--- src/rtl/tun_pkg.sv ---
// ----------------------------------------------------------------------------
// tun_pkg
// Shared constants for the triangle unit normal pipeline.
// ----------------------------------------------------------------------------
package tun_pkg;

	localparam int COORD_WIDTH_DEF = 16;
	localparam int FRAC_BITS_DEF   = 14;
	localparam int OUT_W           = 16;
	localparam int NUM_COORDS      = 9;
	localparam int NUM_AXES        = 3;

endpackage

--- src/rtl/tun_isqrt.sv ---
// ----------------------------------------------------------------------------
// tun_isqrt
// Pipelined floor square root, one result bit per stage, with side data.
// ----------------------------------------------------------------------------
module tun_isqrt #(
	parameter int SW     = 68,
	parameter int SIDE_W = 8
) (
	input  logic              clk,
	input  logic              arst_n,
	input  logic              en,
	input  logic              in_valid,
	input  logic [SW-1:0]     in_rad,
	input  logic [SIDE_W-1:0] in_side,
	output logic              out_valid,
	output logic [SW/2-1:0]   out_root,
	output logic [SIDE_W-1:0] out_side
);
	import tun_pkg::*;

	localparam int RW   = SW / 2;
	localparam int RMW  = RW + 1;
	localparam int CURW = RMW + 2;

	logic [RMW-1:0]    rem_s  [0:RW-1];
	logic [RW-1:0]     root_s [0:RW-1];
	logic [SW-1:0]     rad_s  [0:RW-1];
	logic [SIDE_W-1:0] side_s [0:RW-1];
	logic              vld_s  [0:RW-1];

	for (genvar k = 0; k < RW; k++) begin : g_stage
		logic [RMW-1:0]    rem_p;
		logic [RW-1:0]     root_p;
		logic [SW-1:0]     rad_p;
		logic [SIDE_W-1:0] side_p;
		logic              vld_p;
		logic [CURW-1:0]   cur;
		logic [CURW-1:0]   trial;
		logic [CURW-1:0]   diff;
		logic              ge;

		if (k == 0) begin : g_first
			assign rem_p  = '0;
			assign root_p = '0;
			assign rad_p  = in_rad;
			assign side_p = in_side;
			assign vld_p  = in_valid;
		end else begin : g_next
			assign rem_p  = rem_s[k-1];
			assign root_p = root_s[k-1];
			assign rad_p  = rad_s[k-1];
			assign side_p = side_s[k-1];
			assign vld_p  = vld_s[k-1];
		end

		assign cur   = {rem_p, rad_p[SW-1 -: 2]};
		assign trial = {{(CURW-RW-2){1'b0}}, root_p, 2'b01};
		assign ge    = cur >= trial;
		assign diff  = cur - trial;

		always_ff @(posedge clk or negedge arst_n) begin
			if (!arst_n) begin
				vld_s[k] <= 1'b0;
			end else if (en) begin
				vld_s[k] <= vld_p;
			end
		end

		always_ff @(posedge clk) begin
			if (en) begin
				rem_s[k]  <= ge ? diff[RMW-1:0] : cur[RMW-1:0];
				root_s[k] <= {root_p[RW-2:0], ge};
				rad_s[k]  <= {rad_p[SW-3:0], 2'b00};
				side_s[k] <= side_p;
			end
		end
	end

	assign out_valid = vld_s[RW-1];
	assign out_root  = root_s[RW-1];
	assign out_side  = side_s[RW-1];

endmodule

--- config.mk ---
export PLATFORM = sky130hd
export DESIGN_NAME = tun_isqrt
export DESIGN_NICKNAME = d
export VERILOG_FILES = /design/src/rtl/tun_pkg.sv /design/src/rtl/tun_isqrt.sv
export SDC_FILE = /design/constraint.sdc
export NUM_CORES = 2
export LEC_CHECK = 0
export ABC_CLOCK_PERIOD_IN_PS = 7350
export BUFFER_PORTS_ARGS = -buffer_cell sky130_fd_sc_hd__buf_2
export CAP_MARGIN = 20
export CORE_UTILIZATION = 47
export CTS_BUF_LIST = sky130_fd_sc_hd__clkbuf_4 sky130_fd_sc_hd__clkbuf_8
export DETAILED_ROUTE_END_ITERATION = 12
export GPL_TIMING_DRIVEN = 0
export PLACE_DENSITY_LB_ADDON = 0.05
export SLEW_MARGIN = 30
export SYNTH_ARGS = -nofsm -noshare
export SYNTH_HDL_FRONTEND = slang
export SYNTH_MEMORY_MAX_BITS = 65536
export SYNTH_SLANG_ARGS = --single-unit
export TNS_END_PERCENT = 20
--- constraint.sdc ---
create_clock -name clk -period 7.35 [get_ports clk]
set_clock_uncertainty 0.1 [all_clocks]
set_input_delay 1.1025 -clock clk [delete_from_list [all_inputs] [get_ports clk]]
set_output_delay 1.1025 -clock clk [all_outputs]
set_load 0.005 [all_outputs]
==> summary.md <==
| Metric | Value |
|---|---|
| Ys async rst share | 1.088% |
| Status | finished clean |
| I/O pin cnt | 123 |
| Longest Clk Path Bufs | 4 |
| Power density over the cells | 315.4 nW/µm² |
| Worst Path Class, Setup | register to register |
| Mapped Cells | 10370 |
| Clk_lat worst skew | 1.17 ns |
| Chip height | 547.2 µm |
| CP required | 8.05 ns |
| Clock-pin slew on the worst setup and hold paths | 0.07 ns |
| HPWL after DPL | 214000 µm |
| Max-slew violations | 0 |
| Die width | 547.2 µm |
| CTS HTree Levels | 6 |
| Buffers on Ports | 122 |
| Critical path arrival | 6.31 ns |
| Setup bufs post-CTS | 0 |
| Initial Util | 47.40% |
| Register-to-Register Path Depth | 12 |
| Critical path launch point type | register |
| Final ANT Viol Nets | 0 |
| CTS resizes | 0 |
| Synth Flop Type | edfxtp_1 |
| Number of CTS-inserted buffers | 542 |
| Yosys cell types | 99 |
| Cell mode on critical path | clkbuf_1 |
| Final worst-path setup slack | 1.749 ns |
| Crit path time final | 5.601 ns |
| DRT Pass-1 Iters | 6 |
| Largest area contributor in the netlist | edfxtp_1 |
| Setup violation total in the final timing report | 0 |
| Layout area overhead | 12.81% |
| Maximum clock frequency | 178.6 MHz |
| Yosys top cell area share | 66.43% |
| Cell row count | 199 |
| Final nets | 11850 |
| Hold_buf cts | 79 |
| CTS tree | yes |
| Slew margin rel. | 28.90% |
| Ys Warns | 0 |
| Placer Congestion | 0.8826 |
| Largest net degree at the start of global routing | 138 |
| Hold path depth | 0 |
| Core Area | 294800 µm² |
| Fin crit share | 76.20% |
| Vias per cell | 5.309 |
| Layout cells sized above 1 | 10.03% |
| Worst-path fanout max | 10 |
| EDFF count, synth | 3091 |
| Die area | 299500 µm² |
| RSZ-0062 raised after global routing | false |
| Final hold vios | 0 |
| Post-Syn Area | 139700 µm² |
| Wirelength per Cell | 19.30 µm |
| Total of max-cap violations | 0 |
| Setup slack at placement | 1.925 ns |
| Remaining global-route overflow | 0 |
| DRC Markers | 0 |
| Antenna violations before repair | 4 |
| TritonCTS Sinks | 3125 |
| Reg2Reg Setup Slack | 1.75 ns |
| Hold Crit Class | register to register |
| Total routed wirelength | 298700 µm |
| CP max stage delay | 0.92 ns |
| Slew of the pin with the lowest slew margin | 1.057 ns |
| Routed vias | 82140 |
| Register bit total from synthesis | 3125 |
| Worst r2r dst | rem_s[21][18]$_DFFE_PP_ |
| R2r startpoint | root_s[20][16]$_DFFE_PP_ |
| Delay-heaviest family, CP | simple AND/OR/NAND/NOR gates |
| CP max stage cell | nor4_1 |
| Hold Path Origin | rad_s[18][56]$_DFFE_PP_ |
| Synth Net Count | 11080 |
| Register area share after synthesis | 67.04% |
| Post-route setup TNS | 0 ns |
| Crit. End Element | register |
| Synth area leaders | edfxtp_1, ha_1, xor2_1 |
| Max rail drop VDD | 186.4 µV |
| Gr usage total | 19.72% |
| Pleak | 0.06008 µW |
| 1st-iter DRT viols | 5631 |
| Hold path endpoint | rad_s[19][58]$_DFFE_PP_ |
| Global-route wire length before repair | 465000 µm |
| CTS root buffer | clkbuf_8 |
| Final total power | 49720 µW |
| Synth Area per Inst | 13.48 µm² |
| Vias in the first global route | 82070 |
| CP cell instances | inv_1 -> ha_1 -> clkbuf_1 -> nand3_1 -> nor4_1 -> o21ai_0 -> nand4_1 -> nor4b_1 -> a21bo_1 -> buf_1 -> clkbuf_1 -> a21oi_1 |
| Filler cells | 24930 |
| Bufs and invs on worst path | 4 |
## cell usage in the layout (no fill, tap or decap), types with 256 or more instances in the layout
cell type and n:
clkbuf_8 547, o21ai_0 580, a21o_1 280, xnor2_1 450
inv_1 797, ha_1 631, nor3_1 256, edfxtp_1 3091
a21oi_1 637, xor2_1 476, nor2_1 550, nand2_1 711
## final cells by class
class / instances / area (µm²) / area share (%)
timing repair buffer: 228 / 2160 / 1.370
clock buffer: 675 / 8489 / 5.386
antenna: 2 / 5.005 / 0.003175
sequential: 3125 / 93670 / 59.42
tap: 3919 / 4903 / 3.111
clock inverter: 282 / 2321 / 1.472
buffer: 212 / 830.8 / 0.5271
inverter: 797 / 2992 / 1.898
multi-input combinational: 6232 / 42260 / 26.81
## Yosys cell counts (21+ instances only)
cell      number
nor3_1       256
dfrtp_1       34
edfxtp_1    3091
and2_1        30
a31oi_1       50
nand3_1      154
o21bai_1      47
xnor2_1      450
o21a_1       110
nand3b_1      21
nand2_1      711
mux2_2       109
nand4_1      112
ha_1         631
a21boi_0      23
and3_1        48
nor2_1       551
or2_2         47
a21oi_1      637
a211oi_1      27
nand2b_1     121
o211ai_1      24
o21ai_0      580
inv_1        797
nor2b_1       92
o31ai_1       58
xor2_1       476
clkbuf_1     194
a21o_1       280
or3_1         99
and4_1        22
nor4_1       133
or4_1         59
## stage by stage
step / area, µm² / cells / util, % / hold slack [ns]
floorplan: 139700 / 10370 / - / 0.3003
global placement: 145200 / 14410 / 49.27 / 0.3002
detailed placement: 146000 / 14430 / 49.53 / 0.3045
CTS: 157600 / 15470 / 53.46 / 0.1506
global route: 157600 / 15470 / 53.47 / 0.2048
finish: 157600 / 15470 / 53.47 / 0.2727
## worst max-delay path by stage
stage | from | end | cells past startpoint
3_3_place_gp | en | rad_s[15][36]$_DFFE_PP_ | 1
5_1_grt | root_s[20][16]$_DFFE_PP_ | rem_s[21][12]$_DFFE_PP_ | 12
2_1_floorplan | rem_s[30][3]$_DFFE_PP_ | rem_s[31][21]$_DFFE_PP_ | 11
4_1_cts | rem_s[26][0]$_DFFE_PP_ | rem_s[27][27]$_DFFE_PP_ | 13
6_report | root_s[20][16]$_DFFE_PP_ | rem_s[21][18]$_DFFE_PP_ | 12
3_5_place_dp | rem_s[26][0]$_DFFE_PP_ | rem_s[27][27]$_DFFE_PP_ | 13
## layer usage
metal | share of wire [%] | track usage [%] | up-vias
met5 | 0 | 0 | -
met4 | 3.6 | 7.700 | 0
met3 | 4.1 | 2.824 | 597
met2 | 48 | 33.24 | 1799
met1 | 44 | 25.79 | 39670
li1 | - | - | 40080
## power by group
group	switching [µW]	internal, µW
Clock	7330	8500
Combinational	5870	4020
Sequential	1500	22500
Total	14700	35000
## worst register-to-register path: stages (launching register included)
cell      delay (ns)
edfxtp_1        0.44
inv_1           0.07
ha_1            0.26
clkbuf_1        0.29
nand3_1         0.26
nor4_1          0.92
o21ai_0         0.53
nand4_1         0.32
nor4b_1         0.37
a21bo_1         0.42
buf_1           0.51
clkbuf_1        0.52
a21oi_1         0.22
## state kept, by name, summed over array words and instances (netlist names)
signal,cells
rad_s,1122
rem_s,1102
root_s,595
side_s,272
g_stage.vld_p,33
out_valid,1
## cell families after synthesis
logic type / share of synthesized area, %
buffers and inverters: 2.736
multiplexers: 0.9788
AO/OA/AOI/OAI: 8.793
AND/OR/NAND/NOR: 8.995
adder cells (fa/ha/maj): 5.651
flip-flops: 67.04
XOR/XNOR: 5.805
other: 0.002684
(Power assumes the default switching activity.)
